$ cat src/sv/lik_pkg.sv
// shared types, constants and tables for the leg inverse kinematics block
`timescale 1ns / 1ps
package lik_pkg;

    // default link lengths in mm
    localparam int unsigned HIP_LEN_MM_DEF   = 30;
    localparam int unsigned THIGH_LEN_MM_DEF = 60;
    localparam int unsigned SHIN_LEN_MM_DEF  = 110;

    // square root lanes
    localparam int SQA_ROOT_W = 16;
    localparam int SQB_ROOT_W = 30;
    localparam int SQB_IN_W   = 2 * SQB_ROOT_W;

    // angle accumulator, 1/4096 degree
    localparam int ANG_W        = 22;
    localparam int CORDIC_ITERS = 16;
    localparam int ACOS_IN_W    = 32;
    localparam int ATAN_IN_W    = 17;

    localparam logic signed [ANG_W-1:0] ATAN_TAB [CORDIC_ITERS] = '{
        22'sd184320, 22'sd108810, 22'sd57492, 22'sd29184,
        22'sd14649,  22'sd7331,   22'sd3667,  22'sd1833,
        22'sd917,    22'sd458,    22'sd229,   22'sd115,
        22'sd57,     22'sd29,     22'sd14,    22'sd7
    };

    // leg numbers
    localparam logic [2:0] LEG_0 = 3'd0;
    localparam logic [2:0] LEG_1 = 3'd1;
    localparam logic [2:0] LEG_2 = 3'd2;
    localparam logic [2:0] LEG_3 = 3'd3;
    localparam logic [2:0] LEG_4 = 3'd4;
    localparam logic [2:0] LEG_5 = 3'd5;

    // geometry carried alongside the joint radicands
    typedef struct packed {
        logic [2:0]         leg;
        logic signed [15:0] x;
        logic signed [15:0] y;
        logic signed [15:0] z;
        logic signed [16:0] l0;
        logic signed [31:0] n1;
        logic signed [11:0] hip_trim;
        logic signed [11:0] thigh_trim;
        logic signed [11:0] shin_trim;
        logic               reach;
    } lik_geo_t;

    // per-item tag seen by the output stages
    typedef struct packed {
        logic               reach;
        logic [2:0]         leg;
        logic signed [11:0] hip_trim;
        logic signed [11:0] thigh_trim;
        logic signed [11:0] shin_trim;
    } lik_tag_t;

endpackage

$ cat src/sv/lik_isqrt.sv
// pipelined integer square root, one result bit per stage, rounds down
`timescale 1ns / 1ps
module lik_isqrt #(
    parameter int ROOT_W = 16,
    parameter int SIDE_W = 1
) (
    input  logic                  clk,
    input  logic                  rst_n,
    input  logic                  en,
    input  logic                  in_valid,
    input  logic [2*ROOT_W-1:0]   radicand,
    input  logic [SIDE_W-1:0]     side_in,
    output logic                  out_valid,
    output logic [ROOT_W-1:0]     root,
    output logic [SIDE_W-1:0]     side_out
);
    import lik_pkg::*;

    localparam int IN_W = 2 * ROOT_W;

    logic              vld_reg  [ROOT_W];
    logic [IN_W-1:0]   rem_reg  [ROOT_W];
    logic [IN_W-1:0]   root_reg [ROOT_W];
    logic [SIDE_W-1:0] side_reg [ROOT_W];

    for (genvar k = 0; k < ROOT_W; k++) begin : g_step
        localparam logic [IN_W-1:0] BIT = IN_W'(1) << (2 * (ROOT_W - 1 - k));
        logic              v_in;
        logic [IN_W-1:0]   rem_in;
        logic [IN_W-1:0]   root_in;
        logic [SIDE_W-1:0] side_k;
        logic [IN_W-1:0]   trial;
        logic [IN_W-1:0]   rem_next;
        logic [IN_W-1:0]   root_next;

        if (k == 0) begin : g_first
            assign v_in    = in_valid;
            assign rem_in  = radicand;
            assign root_in = '0;
            assign side_k  = side_in;
        end
        else begin : g_rest
            assign v_in    = vld_reg[k-1];
            assign rem_in  = rem_reg[k-1];
            assign root_in = root_reg[k-1];
            assign side_k  = side_reg[k-1];
        end

        always_comb
        begin
            trial = root_in + BIT;
            if (rem_in >= trial)
            begin
                rem_next  = rem_in - trial;
                root_next = (root_in >> 1) + BIT;
            end
            else
            begin
                rem_next  = rem_in;
                root_next = root_in >> 1;
            end
        end

        always_ff @(posedge clk or negedge rst_n)
        begin
            if (!rst_n)
                vld_reg[k] <= 1'b0;
            else if (en)
                vld_reg[k] <= v_in;
        end

        always_ff @(posedge clk)
        begin
            if (en)
            begin
                rem_reg[k]  <= rem_next;
                root_reg[k] <= root_next;
                side_reg[k] <= side_k;
            end
        end
    end

    assign out_valid = vld_reg[ROOT_W-1];
    assign root      = root_reg[ROOT_W-1][ROOT_W-1:0];
    assign side_out  = side_reg[ROOT_W-1];

endmodule

$ cat config.mk
export PLATFORM = sky130hd
export DESIGN_NAME = lik_isqrt
export DESIGN_NICKNAME = d
export VERILOG_FILES = /design/src/sv/lik_pkg.sv /design/src/sv/lik_isqrt.sv
export SDC_FILE = /design/constraint.sdc
export NUM_CORES = 1
export LEC_CHECK = 0
export CORE_UTILIZATION = 60
export CTS_CLUSTER_DIAMETER = 60
export DETAILED_ROUTE_END_ITERATION = 7
export DONT_BUFFER_PORTS = 1
export PLACE_DENSITY = 0.85
export REMOVE_ABC_BUFFERS = 1
export SYNTH_ARGS = -nofsm -noshare
export SYNTH_HDL_FRONTEND = slang
export SYNTH_SLANG_ARGS = --single-unit
$ cat constraint.sdc
create_clock -name clk -period 3.75 [get_ports clk]
set_clock_uncertainty 0.1 [all_clocks]
set_input_delay 0.375 -clock clk [delete_from_list [all_inputs] [get_ports clk]]
set_output_delay 0.375 -clock clk [all_outputs]
set_load 0.005 [all_outputs]
==> flow_summary.toml, run 1 <==
[cts]
cts_root_buf = "clkbuf_16"
insertion_delay_ns = 0.60
cts_buffers = 68
path_clk_slew_ns = 0.06
cts_resized = 0
cts.sinks = 648
clk_path_buf_depth = 3
cts_tree = "yes"
cts_hold_buffers = 51
htree_levels = 3
post_cts_buffers = 0

[grt]
grt_pass1_vias = 19300
gr-total-overflow = 0
antenna_found_initial = 0
grt_use_total_pct = 24.3
grt_max_degree = 649
grt_first_pass_wirelength_um = 96200

[sta]
finalSetupTns_ns = 0
rsz0062_at_grt = "no"
layout_setup_ws_ns = 0.328
hold_viol = 0
slew_headroom_pct = -35.2
max_freq_ghz = 0.292
finalSetupViolCount = 0
worstMarginPinSlew_ns = 2.03
fin_crit_sh_pct = 91.3
maxSlewViolCount = 289
finalCriticalPeriod_ns = 3.42

[synthesis]
ys_seq_area_share_pct = 64.2
ys_warn_count = 0
synth_compound_area_share_pct = 8.19
synth_flop_cell = "edfxtp_1"
synth_xor_area_share_pct = 5.92
synth_simple_gate_area_share_pct = 11.2
ys_seq_elements = 648
synth_edf_count = 632
avgSynthCellArea_um2 = 13.1
netlist_instances = 2301
synth.area.top_cells = "edfxtp_1 (63%), ha_1 (6.2%), xnor2_1 (3.2%)"
netlist_area_um2 = 30200
synth_adder_area_share_pct = 6.22
muxShareOfSynthArea_pct = 1.40
async_flop_share_pct = 2.47
synth_top_area_share_pct = 62.9
yosysMostFrequentCell = "edfxtp_1"
synth_top_family_by_area = "simple AND/OR/NAND/NOR gates"
synthTopCellsByCount = "edfxtp_1 (632), inv_1 (181), ha_1 (150)"
synth.distinct_cells = 73
yosysTopAreaCell = "edfxtp_1"

[outcome]
violations = "slew limit"
outcome = "finished with violations"

[hold_path]
hold_path_class = "primary input to flop"

[routing]
viasPerCell = 5.99
finalWirelength_um = 60600
drtIter0Drc = 1483
vias = 18600
drt-pass1-iter-count = 5
drc = 0
antenna_left = 0
wl_per_cell_um = 19.5

[critical_path]
critPathKind = "flop to flop"
crit_arrival_ns = 3.64
end_kind = "flop"
critPathRequiredTime_ns = 3.97
worstSetupStartpointType = "flop"
crit_fanout = 18

[finish]
nNetsFinal = 2581
num_antenna_cells = 0
syn_to_final_growth_pct = 11.5
drive_gt1_share_pct = 6.75
largest_reg_flops = 480

[place]
pre_cts_ws_ns = 0.433
portBuffers = 0
dp_hpwl_um = 40300
place_congestion = 0.979

[pwr]
ir_drop_v = 0.000692
cellLeakagePower_nw = 12.8
p_per_area_nw_per_um2 = 581

[die]
core.rowCount = 81
die_area_um2 = 51200
die_w_um = 226
ios = 55
core_area_um2 = 49300
die_h_um = 226
initial_core_util_pct = 61.3

[flow_run]
max_cap_viol_count = 0
-- final timing paths --
check	slack, ns	start	to	depth (start not counted)
worst max register to register	0.33	rem_reg[0][150]	rem_reg[0][189]	9
min in group asynchronous	0.16	rst_n	g_step[13].v_in	1
worst min register to register	0.32	side_reg[1][3]	side_reg[1][4]	0
worst max-delay path	0.33	rem_reg[0][150]	rem_reg[0][189]	9
worst min-delay path	0.1	en	root_reg[0][185]	0
max in group asynchronous	2.95	rst_n	g_step[7].v_in	1
-- worst max-delay path, cell delays in order (launching register included) --
cell,delay [ns]
edfxtp_1,0.41
ha_1,0.37
nor2b_1,0.15
o21ai_0,0.27
a21boi_0,0.25
o41ai_1,0.71
nor4b_2,0.33
buf_4,0.29
nor4b_1,0.10
xor2_1,0.17
-- power by group --
part           leakage [nW]  switching, mW  internal (mW)
sequential             6.25          0.673           9.17
clock                  1.04           2.72           3.75
combinational          5.53           1.76           1.48
total                  12.8           5.15           14.4
-- cells by family after synthesis --
group	count (synthesis)
flops	648
simple gates	632
compound gates	400
buf+inv	229
xor+xnor	204
fa+ha+maj	150
mux	38
-- routing by layer --
metal / up-vias / part of all wire [%] / track usage, %
met5: - / 0 / 0
met4: 0 / 5.7 / 14.6
met3: 225 / 4.1 / 3.97
met2: 679 / 56 / 47.9
met1: 8923 / 34 / 23.2
li1: 8787 / - / -
-- final cells by class --
type | count | area (µm²)
clock buffer | 83 | 1820
timing repair buffer | 69 | 666
sequential | 648 | 19400
inverter | 183 | 687
fill | 3220 | 15600
multi-input combinational | 1424 | 9940
tap | 664 | 831
clock inverter | 37 | 323
-- stage by stage --
| step | total power [mW] | utilization [%] | hold WS, ns | cells | area, µm² |
|---|---|---|---|---|---|
| finish | 19.6 | 68.3 | 0.0988 | 3108 | 33600 |
| detailed placement | 12.9 | 62.9 | -0.0203 | 2936 | 31000 |
| floorplan | 12.0 | - | -0.0206 | 2255 | 30000 |
| global placement | 12.7 | 62.9 | -0.0202 | 2936 | 31000 |
| CTS | 19.5 | 68.3 | -0.154 | 3107 | 33600 |
| global route | 20.3 | 68.3 | 0.0121 | 3108 | 33600 |
-- cell usage in the layout, fill, tap and decap left out, types with 26 or more instances in the layout --
cell type and count:
nor2_1 133, nand2b_1 28, a21oi_1 130, nor4_1 84, a21o_1 44, nor3_1 53
edfxtp_1 632, ha_1 150, nand3_1 45, xnor2_1 109, inv_1 181, dlygate4sd3_1 51
nand2_1 113, clkbuf_16 71, xor2_1 95, mux2_2 26, nand4_1 33, o21ai_0 103
No activity file was read; power rests on OpenSTA's default activity.
==> run 2: changes to the inputs <==
--- a/config.mk
+++ b/config.mk
@@ -5,12 +5,13 @@
 export SDC_FILE = /design/constraint.sdc
 export NUM_CORES = 1
 export LEC_CHECK = 0
-export CORE_UTILIZATION = 60
+export CORE_UTILIZATION = 35
 export CTS_CLUSTER_DIAMETER = 60
 export DETAILED_ROUTE_END_ITERATION = 7
 export DONT_BUFFER_PORTS = 1
-export PLACE_DENSITY = 0.85
+export PLACE_DENSITY = 0.58
 export REMOVE_ABC_BUFFERS = 1
+export SETUP_SLACK_MARGIN = 0.1
 export SYNTH_ARGS = -nofsm -noshare
 export SYNTH_HDL_FRONTEND = slang
 export SYNTH_SLANG_ARGS = --single-unit
==> flow_summary.toml, run 2 (synthesis gave the netlist of run 1 again) <==
[critical_path]
critPathKind = "flop to flop"
end_kind = "flop"
crit_family = "compound AO/OA/AOI/OAI gates"
crit_buf_inv = 0
crit_slowest_cell = "o21ai_0"
crit_arrival_ns = 3.57
crit_fanout = 18
max_stage_delay_ns = 0.66
critPathRequiredTime_ns = 4.00
worstSetupStartpointType = "flop"
critical_path.most_common_cell = "a21oi_1"
worstPathCellList = "ha_1 > nand2b_1 > a21oi_1 > a21oi_1 > o21ai_0 > or2_2 > mux2_2"

[grt]
grt_max_degree = 534
grt_first_pass_wirelength_um = 94700
top_usage_layer = "met2"
gr-total-overflow = 0
antenna_found_initial = 0
grt_use_met3_pct = 2.29
use_met1_pct = 12.8
met2_usage_pct = 27.7
grt_use_total_pct = 13.6
grt_pass1_vias = 19000

[routing]
wl_per_cell_um = 16.4
drc = 0
viasPerCell = 4.98
drtIter0Drc = 854
finalWirelength_um = 59000
vias = 17900
antenna_left = 0
drt-pass1-iter-count = 5

[sta]
slew_headroom_pct = -35.7
hold_viol = 0
fin_crit_sh_pct = 88.5
finalCriticalPeriod_ns = 3.32
worstMarginPinSlew_ns = 2.04
layout_setup_ws_ns = 0.429
finalSetupViolCount = 0
max_freq_ghz = 0.301
maxSlewViolCount = 262
rsz0062_at_grt = "no"
hold_slack_ns = 0.0955
finalSetupTns_ns = 0

[finish]
fillers = 7895
num_antenna_cells = 0
final_cell_mix = "edfxtp_1 (632), inv_1 (181), ha_1 (150)"
final_util_pct = 40.6
nNetsFinal = 2575
syn_to_final_growth_pct = 14.7
fin_area_um2 = 34600
largest_reg_flops = 480
drive_gt1_share_pct = 7.76
mostFrequentLayoutCell = "edfxtp_1"

[cts]
clk_path_buf_depth = 3
cts_root_buf = "clkbuf_16"
insertion_delay_ns = 0.63
cts_buffers = 73
cts.sinks = 648
post_cts_buffers = 0
htree_levels = 3
path_clk_slew_ns = 0.06
cts_tree = "yes"

[flow_run]
max_cap_viol_count = 0

[place]
dp_hpwl_um = 41200
pre_cts_ws_ns = 0.186
place_congestion = 1.02
portBuffers = 0
placed_cell_area_um2 = 31600

[die]
core_area_um2 = 85300
initial_core_util_pct = 35.4
core.rowCount = 107
die_area_um2 = 87400
die_w_um = 296
ios = 55
die_h_um = 296

[outcome]
violations = "slew limit"
outcome = "finished with violations"

[pwr]
ir_drop_v = 0.000414
cellLeakagePower_nw = 13.0
p_per_area_nw_per_um2 = 590

[hold_path]
hold_path_class = "primary input to flop"
-- run 2: cell types whose count changed in the layout (fill, tap and decap cells not counted), sizes merged --
cell / change
clkbuf: -3
dlygate4sd3: -14
bufinv: +8
clkinv: +7
clkinvlp: +2
buf: +3
-- run 2: repair_timing --
item | 4_1_cts | 5_1_grt
hold endpoints to repair | 166 | 0
resized for setup | 0 | 3
setup endpoints to repair | 0 | 4
hold buffers | 38 | 0
-- run 2: metal layers --
layer | part of all wire (%) | up-vias
li1 | - | 8786
met1 | 36 | 8626
met2 | 56 | 316
met3 | 3.0 | 149
met4 | 4.7 | 0
met5 | 0 | -
-- run 2: worst register-to-register path, cell delays in order, from the launching register on --
cell and delay (ns):
edfxtp_1 0.40, ha_1 0.40, nand2b_1 0.08, a21oi_1 0.32, a21oi_1 0.22, o21ai_0 0.66, or2_2 0.49, mux2_2 0.39
-- run 2: per-stage QoR --
stage,total power [mW],instances
2_1_floorplan,12.0,2255
3_3_place_gp,12.8,3419
3_5_place_dp,12.9,3419
4_1_cts,20.7,3591
5_1_grt,21.4,3591
6_report,20.4,3591
-- run 2: cell type report --
class,count,area [µm²],share of cell area [%]
sequential,648,19400,55.9
multi-input combinational,1424,9950,28.7
clock buffer,80,1850,5.35
tap,1144,1430,4.13
clock inverter,54,772,2.23
inverter,183,689,1.99
timing repair buffer,58,561,1.62
-- run 2: worst paths after layout --
| path | from | end | slack, ns | cells after the start |
|---|---|---|---|---|
| max | rem_reg[1][104] | rem_reg[1][140] | 0.43 | 7 |
| min | radicand[31] | rem_reg[0][31] | 0.1 | 3 |
| max reg2reg | rem_reg[1][104] | rem_reg[1][140] | 0.43 | 7 |
| min reg2reg | side_reg[0][0] | side_reg[0][1] | 0.32 | 0 |
| max in group asynchronous | rst_n | g_step[12].v_in | 2.95 | 1 |
| min in group asynchronous | rst_n | g_step[1].v_in | 0.15 | 1 |
-- run 2: power by group --
| part | internal (mW) | switching, mW | total [mW] | leakage, nW |
|---|---|---|---|---|
| clock | 4.50 | 3.06 | 7.56 | 1.25 |
| combinational | 1.40 | 1.68 | 3.08 | 5.48 |
| sequential | 9.16 | 0.637 | 9.80 | 6.25 |
| total | 15.1 | 5.38 | 20.4 | 13.0 |
