`config.mk`:
```
export PLATFORM = sky130hd
export DESIGN_NAME = lik_back
export DESIGN_NICKNAME = d
export VERILOG_FILES = /design/src/sv/lik_pkg.sv /design/src/sv/lik_back.sv
export SDC_FILE = /design/constraint.sdc
export NUM_CORES = 1
export LEC_CHECK = 0
export BUFFER_PORTS_ARGS = -buffer_cell sky130_fd_sc_hd__buf_2
export CAP_MARGIN = 20
export CORE_MARGIN = 2
export CORE_UTILIZATION = 51
export DETAILED_ROUTE_END_ITERATION = 8
export PLACE_DENSITY_LB_ADDON = 0.08
export REMOVE_ABC_BUFFERS = 1
export SLEW_MARGIN = 20
export SYNTH_ARGS = -nofsm -noshare
export SYNTH_HDL_FRONTEND = slang
export SYNTH_SLANG_ARGS = --single-unit
```
`constraint.sdc`:
```
create_clock -name clk -period 5.8 [get_ports clk]
set_input_delay 0.58 -clock clk [delete_from_list [all_inputs] [get_ports clk]]
set_output_delay 0.58 -clock clk [all_outputs]
set_load 0.02 [all_outputs]
```
`src/sv/lik_pkg.sv`:
```
// shared types, constants and tables for the leg inverse kinematics block
`timescale 1ns / 1ps
package lik_pkg;

    // default link lengths in mm
    localparam int unsigned HIP_LEN_MM_DEF   = 30;
    localparam int unsigned THIGH_LEN_MM_DEF = 60;
    localparam int unsigned SHIN_LEN_MM_DEF  = 110;

    // square root lanes
    localparam int SQA_ROOT_W = 16;
    localparam int SQB_ROOT_W = 30;
    localparam int SQB_IN_W   = 2 * SQB_ROOT_W;

    // angle accumulator, 1/4096 degree
    localparam int ANG_W        = 22;
    localparam int CORDIC_ITERS = 16;
    localparam int ACOS_IN_W    = 32;
    localparam int ATAN_IN_W    = 17;

    localparam logic signed [ANG_W-1:0] ATAN_TAB [CORDIC_ITERS] = '{
        22'sd184320, 22'sd108810, 22'sd57492, 22'sd29184,
        22'sd14649,  22'sd7331,   22'sd3667,  22'sd1833,
        22'sd917,    22'sd458,    22'sd229,   22'sd115,
        22'sd57,     22'sd29,     22'sd14,    22'sd7
    };

    // leg numbers
    localparam logic [2:0] LEG_0 = 3'd0;
    localparam logic [2:0] LEG_1 = 3'd1;
    localparam logic [2:0] LEG_2 = 3'd2;
    localparam logic [2:0] LEG_3 = 3'd3;
    localparam logic [2:0] LEG_4 = 3'd4;
    localparam logic [2:0] LEG_5 = 3'd5;

    // geometry carried alongside the joint radicands
    typedef struct packed {
        logic [2:0]         leg;
        logic signed [15:0] x;
        logic signed [15:0] y;
        logic signed [15:0] z;
        logic signed [16:0] l0;
        logic signed [31:0] n1;
        logic signed [11:0] hip_trim;
        logic signed [11:0] thigh_trim;
        logic signed [11:0] shin_trim;
        logic               reach;
    } lik_geo_t;

    // per-item tag seen by the output stages
    typedef struct packed {
        logic               reach;
        logic [2:0]         leg;
        logic signed [11:0] hip_trim;
        logic signed [11:0] thigh_trim;
        logic signed [11:0] shin_trim;
    } lik_tag_t;

endpackage

```
`src/sv/lik_back.sv`:
```
// back end: angle sums, mount offsets, clamp and pwm scaling
`timescale 1ns / 1ps
module lik_back (
    input  logic                             clk,
    input  logic                             rst_n,
    input  logic                             en,
    input  logic                             in_valid,
    input  logic signed [lik_pkg::ANG_W-1:0] acos_thigh,
    input  logic signed [lik_pkg::ANG_W-1:0] atan_thigh,
    input  logic signed [lik_pkg::ANG_W-1:0] acos_shin,
    input  logic signed [lik_pkg::ANG_W-1:0] atan_hip,
    input  lik_pkg::lik_tag_t                tag,
    output logic                             out_valid,
    output logic [11:0]                      hip_pwm,
    output logic [11:0]                      thigh_pwm,
    output logic [11:0]                      shin_pwm,
    output logic                             reachable
);
    import lik_pkg::*;

    localparam logic signed [ANG_W:0]  ROUND_HALF = 128;
    localparam logic signed [15:0]     THIGH_BIAS = 16'sd1664;
    localparam logic signed [15:0]     SHIN_BIAS  = -16'sd368;
    localparam logic signed [15:0]     DEG45      = 16'sd720;
    localparam logic signed [15:0]     DEG90      = 16'sd1440;
    localparam logic signed [15:0]     DEG135     = 16'sd2160;
    localparam logic signed [15:0]     DEG225     = 16'sd3600;
    localparam logic signed [15:0]     DEG270     = 16'sd4320;
    localparam logic signed [15:0]     DEG315     = 16'sd5040;
    localparam logic signed [15:0]     CLAMP_MAX  = 16'sd2880;
    localparam logic [17:0]            PWM_NUM    = 18'd91;
    localparam logic [27:0]            DIV9_RECIP = 28'd14564;
    localparam logic [11:0]            PWM_LOW    = 12'd1138;

    function automatic logic [11:0] clamp_deg(input logic signed [15:0] a);
        logic [11:0] r;
        if (a < 0)
            r = '0;
        else if (a > CLAMP_MAX)
            r = CLAMP_MAX[11:0];
        else
            r = a[11:0];
        return r;
    endfunction

    // b1: round to 1/16 degree and add biases and trims
    logic               b1_v_reg, b1_reach_reg;
    logic [2:0]         b1_leg_reg;
    logic signed [15:0] b1_hip_reg, b1_thigh_reg, b1_shin_reg;
    logic signed [ANG_W:0] sum_t, sum_s, sum_h;
    logic signed [ANG_W:0] rt, rs, rh;

    always_comb
    begin
        sum_t = (ANG_W+1)'(acos_thigh) + (ANG_W+1)'(atan_thigh);
        sum_s = (ANG_W+1)'(acos_shin);
        sum_h = (ANG_W+1)'(atan_hip);
        rt = (sum_t + ROUND_HALF) >>> 8;
        rs = (sum_s + ROUND_HALF) >>> 8;
        rh = (sum_h + ROUND_HALF) >>> 8;
    end

    // b2: mount offset and clamp
    logic        b2_v_reg, b2_reach_reg, b2_drive_reg;
    logic [11:0] b2_h_reg, b2_t_reg, b2_s_reg;
    logic signed [15:0] hip_m;
    logic               leg_ok;

    always_comb
    begin
        leg_ok = 1'b1;
        case (b1_leg_reg)
            LEG_0: hip_m = b1_hip_reg + DEG45;
            LEG_1: hip_m = b1_hip_reg + DEG90;
            LEG_2: hip_m = b1_hip_reg + DEG135;
            LEG_3: hip_m = (b1_hip_reg < 0) ? b1_hip_reg + DEG225 : b1_hip_reg - DEG135;
            LEG_4: hip_m = (b1_hip_reg < 0) ? b1_hip_reg + DEG270 : b1_hip_reg - DEG90;
            LEG_5: hip_m = (b1_hip_reg < 0) ? b1_hip_reg + DEG315 : b1_hip_reg - DEG45;
            default:
            begin
                hip_m  = b1_hip_reg;
                leg_ok = 1'b0;
            end
        endcase
    end

    // b3: times 91, b4: divide by 144 as shift by 4 and reciprocal of 9
    logic        b3_v_reg, b3_reach_reg, b3_drive_reg;
    logic [17:0] b3_qh_reg, b3_qt_reg, b3_qs_reg;
    logic        b4_v_reg, b4_reach_reg, b4_drive_reg;
    logic [27:0] b4_ph_reg, b4_pt_reg, b4_ps_reg;
    logic        b5_v_reg, b5_reach_reg;
    logic [11:0] b5_h_reg, b5_t_reg, b5_s_reg;

    always_ff @(posedge clk or negedge rst_n)
    begin
        if (!rst_n)
        begin
            b1_v_reg <= 1'b0;
            b2_v_reg <= 1'b0;
            b3_v_reg <= 1'b0;
            b4_v_reg <= 1'b0;
            b5_v_reg <= 1'b0;
        end
        else if (en)
        begin
            b1_v_reg <= in_valid;
            b2_v_reg <= b1_v_reg;
            b3_v_reg <= b2_v_reg;
            b4_v_reg <= b3_v_reg;
            b5_v_reg <= b4_v_reg;
        end
    end

    always_ff @(posedge clk)
    begin
        if (en)
        begin
            b1_reach_reg <= tag.reach;
            b1_leg_reg   <= tag.leg;
            b1_thigh_reg <= 16'(rt) + THIGH_BIAS + 16'(tag.thigh_trim);
            b1_shin_reg  <= 16'(rs) + SHIN_BIAS + 16'(tag.shin_trim);
            b1_hip_reg   <= 16'(rh) + 16'(tag.hip_trim);

            b2_reach_reg <= b1_reach_reg;
            b2_drive_reg <= b1_reach_reg && leg_ok;
            b2_h_reg     <= clamp_deg(hip_m);
            b2_t_reg     <= clamp_deg(b1_thigh_reg);
            b2_s_reg     <= clamp_deg(b1_shin_reg);

            b3_reach_reg <= b2_reach_reg;
            b3_drive_reg <= b2_drive_reg;
            b3_qh_reg    <= 18'(b2_h_reg) * PWM_NUM;
            b3_qt_reg    <= 18'(b2_t_reg) * PWM_NUM;
            b3_qs_reg    <= 18'(b2_s_reg) * PWM_NUM;

            b4_reach_reg <= b3_reach_reg;
            b4_drive_reg <= b3_drive_reg;
            b4_ph_reg    <= 28'(b3_qh_reg[17:4]) * DIV9_RECIP;
            b4_pt_reg    <= 28'(b3_qt_reg[17:4]) * DIV9_RECIP;
            b4_ps_reg    <= 28'(b3_qs_reg[17:4]) * DIV9_RECIP;

            b5_reach_reg <= b4_reach_reg;
            b5_h_reg     <= b4_drive_reg ? PWM_LOW + 12'(b4_ph_reg[27:17]) : '0;
            b5_t_reg     <= b4_drive_reg ? PWM_LOW + 12'(b4_pt_reg[27:17]) : '0;
            b5_s_reg     <= b4_drive_reg ? PWM_LOW + 12'(b4_ps_reg[27:17]) : '0;
        end
    end

    assign out_valid = b5_v_reg;
    assign hip_pwm   = b5_h_reg;
    assign thigh_pwm = b5_t_reg;
    assign shin_pwm  = b5_s_reg;
    assign reachable = b5_reach_reg;

endmodule

```
==> metrics.log <==
INFO  metric outcome = complete, no violations
INFO  metric max-cap-violations = 0
INFO  metric io_buffers = 155
INFO  metric drive_above_1_share = 0.09439
INFO  metric n_antenna_cell = 0
INFO  metric yosys_warnings = 0
INFO  metric track_usage = 0.1802
INFO  metric grt_pass1_vias = 16.65k
INFO  metric post-synth-top-count-cell = sky130_fd_sc_hd__ha_1
INFO  metric final.setup.tns = 0 ns
INFO  metric synth.distinct_cells = 73
INFO  metric synthesis.area = 23,980 um2
INFO  metric clock_path_buffers = 3
INFO  metric synth_top_cells_by_count = sky130_fd_sc_hd__ha_1, sky130_fd_sc_hd__inv_1, sky130_fd_sc_hd__edfxtp_1
INFO  metric remaining_drc_errors = 0
INFO  metric floorplan.initialDensity = 0.5161
INFO  metric rsz0062_at_grt = false
INFO  metric vias = about 16k
INFO  metric drt_first_pass_iters = 4
INFO  metric cp_max_fo = 4
INFO  metric grt_start_max_net_pins = 123
INFO  metric synth-seq-cells = 211
INFO  metric post_synth_inst_count = around 2.3k
INFO  metric placed_cell_area = 25,510 um2
INFO  metric clockRootBuffer = sky130_fd_sc_hd__clkbuf_16
INFO  metric final-max-slew-violation-count = 0
INFO  metric relative_slew_margins = 0.3654
INFO  metric synth_top_area_share = 0.2580
INFO  metric post_drt_wl_per_cell = 13.85 um
INFO  metric synth_seq_area_share = 0.2632
INFO  metric max_freq = 183.9 MHz
INFO  metric post-route-cell-area = 26,330 um2
INFO  metric synth_top_cells_by_area = sky130_fd_sc_hd__edfxtp_1, sky130_fd_sc_hd__ha_1, sky130_fd_sc_hd__fa_1, sky130_fd_sc_hd__inv_1, sky130_fd_sc_hd__xnor2_1
INFO  metric cts.clk_slew.worst_paths = approximately 0.06 ns
INFO  metric die_area = 48,770 um2
INFO  metric nNetsFinal = 3,269
INFO  metric chip_width = 220.8 um
INFO  metric ys.flop_type = sky130_fd_sc_hd__edfxtp_1
INFO  metric die_outline_height = approximately 220 um
INFO  metric cts_inserted_buffers = 27
INFO  metric initialDrtViolationCount = 454
INFO  metric yosys.area.top_type = sky130_fd_sc_hd__edfxtp_1
INFO  metric flow.area_growth_from_synthesis = 9.815%
INFO  metric fin_crit_sh = 0.9377
INFO  metric avgSynthCellArea = 10.50 um2
INFO  metric dp_hpwl = between 30,000 and 40,000 um
INFO  metric required = 6.08 ns
INFO  metric cp.arrival = 5.72 ns
INFO  metric finalClockSkew = 0.01057 ns
INFO  metric grt_remaining_overflow = 0
INFO  metric routed_wirelength = roughly 43,000 um
INFO  metric min_period = 5.439 ns
INFO  metric numClockSinks = 211
INFO  metric worstMarginPinSlew = around 0.95 ns
INFO  metric finalHoldViolations = 0
INFO  metric final_cells = slightly above 3k
INFO  metric timing.setup.critical_path_class = register to register
INFO  metric grt_antenna_before_repair = 0
INFO  metric routabilityCongestion = between 0.8 and 0.9
INFO  metric cell_count_post_placement = 3,037
INFO  metric global_route_wire_length_before_repair = 75,440 um
INFO  metric cts_max_level = 1
INFO  metric edff_count_synth = 206
INFO  metric drtAntennaViolNets = 0
INFO  metric tritoncts = built
INFO  metric cts_resized = 0
INFO  metric capturing_element_type_of_the_critical_path = register
INFO  metric boundaryPins = 170
INFO  metric coreArea = 46,460 um2
INFO  metric worst_hold_path_type = input port to register
INFO  metric critical_path.startpoint_type = register
INFO  metric vias_per_cell = 5.099
INFO  metric ys_async_sr_fraction = 0.02370
INFO  metric setup_violations = 0
INFO  metric clock_latency = between 0.5 and 0.6 ns
INFO  metric placement_rows = around 80
-- placed cells by master (no fill, tap or decap), types with 23 or more instances in the layout --
cell type                   synthesis  routed
sky130_fd_sc_hd__ha_1             486     486
sky130_fd_sc_hd__inv_1            426     426
sky130_fd_sc_hd__edfxtp_1         206     206
sky130_fd_sc_hd__fa_1             191     191
sky130_fd_sc_hd__buf_2              6     154
sky130_fd_sc_hd__nor2_1           130     130
sky130_fd_sc_hd__xnor2_1          122     122
sky130_fd_sc_hd__a21oi_1           81      81
sky130_fd_sc_hd__nand2_1           78      78
sky130_fd_sc_hd__xor2_1            63      63
sky130_fd_sc_hd__and2_1            47      47
sky130_fd_sc_hd__nor3_1            41      41
sky130_fd_sc_hd__nand3_1           40      40
sky130_fd_sc_hd__o21ai_0           33      33
sky130_fd_sc_hd__a21o_1            30      30
sky130_fd_sc_hd__o21a_1            28      28
sky130_fd_sc_hd__clkbuf_16          0      27
sky130_fd_sc_hd__nor2b_1           23      23
-- critical path, stage by stage (launching register included) --
cell and delay, ns:
sky130_fd_sc_hd__edfxtp_1 0.51, sky130_fd_sc_hd__fa_1 0.52, sky130_fd_sc_hd__ha_1 0.35, sky130_fd_sc_hd__inv_1 0.07
sky130_fd_sc_hd__fa_1 0.47, sky130_fd_sc_hd__fa_1 0.52, sky130_fd_sc_hd__fa_1 0.55, sky130_fd_sc_hd__inv_1 0.04
sky130_fd_sc_hd__ha_1 0.32, sky130_fd_sc_hd__a21oi_1 0.14, sky130_fd_sc_hd__a21oi_1 0.10, sky130_fd_sc_hd__nor4_1 0.33
sky130_fd_sc_hd__a211oi_1 0.17, sky130_fd_sc_hd__a311oi_2 0.44, sky130_fd_sc_hd__o21ai_1 0.17, sky130_fd_sc_hd__o41ai_1 0.36
sky130_fd_sc_hd__xnor2_1 0.11
-- worst paths after layout --
check	startpoint	end	slack, ns	depth (start not counted)
min in group asynchronous	rst_n	out_valid$_DFFE_PN0P_	0.38	2
worst min register to register	b2_drive_reg$_DFFE_PP_	b3_drive_reg$_DFFE_PP_	0.42	0
max in group asynchronous	rst_n	b2_v_reg$_DFFE_PN0P_	5.29	2
worst max-delay path	b3_qh_reg[11]$_DFFE_PP_	b4_ph_reg[27]$_DFFE_PP_	0.36	16
worst min-delay path	tag[36]	b1_leg_reg[0]$_DFFE_PP_	0.22	1
worst max register to register	b3_qh_reg[11]$_DFFE_PP_	b4_ph_reg[27]$_DFFE_PP_	0.36	16
-- metrics by stage --
stage	util	hold slack, ns	worst slack [ns]
finish	0.5668	0.2219	0.3615
floorplan	-	0.2844	0.6975
global placement	0.5491	0.3936	0.4298
global route	0.5668	0.2008	0.007510
detailed placement	0.5491	0.4006	0.2984
CTS	0.5668	0.1897	0.3133
-- cell families (layout without fill, tap and decap cells) --
kind of cell	count (synthesis)	after routing	share of synthesized area
fa+ha+maj	677	677	0.4131
simple gates	449	449	0.09340
buf+inv	439	635	0.06904
compound gates	317	317	0.09137
flops	211	211	0.2632
xor+xnor	185	185	0.06757
mux	5	5	0.002348
-- what timing repair did --
| item | in CTS | in global routing |
|---|---|---|
| buffers inserted | 0 | 0 |
| hold buffers | 1 | 0 |
| endpoints found under the hold margin | 5 | 0 |
-- metal layers --
layer | GRT usage | up-vias | part of all wire
met5 | 0 | - | 0
met4 | 0.04503 | 0 | 0.021
met3 | 0.01872 | 54 | 0.026
met2 | 0.3258 | 187 | 0.49
met1 | 0.2305 | 7335 | 0.46
li1 | - | 8158 | -
-- final cells by class --
type                    count  area (um2)
fillers                  4095       20130
multi-input cells        1633       16010
flip-flops and latches    211        6311
inverters                 428        1607
repair buffers            159       829.5
well taps                 607       759.5
clock buffers              32       694.4
clock inverters            16       118.9
Power is left out: the tool's default activity adds up to more than one toggle a clock period on the data nets, which glitch-free logic cannot reach.
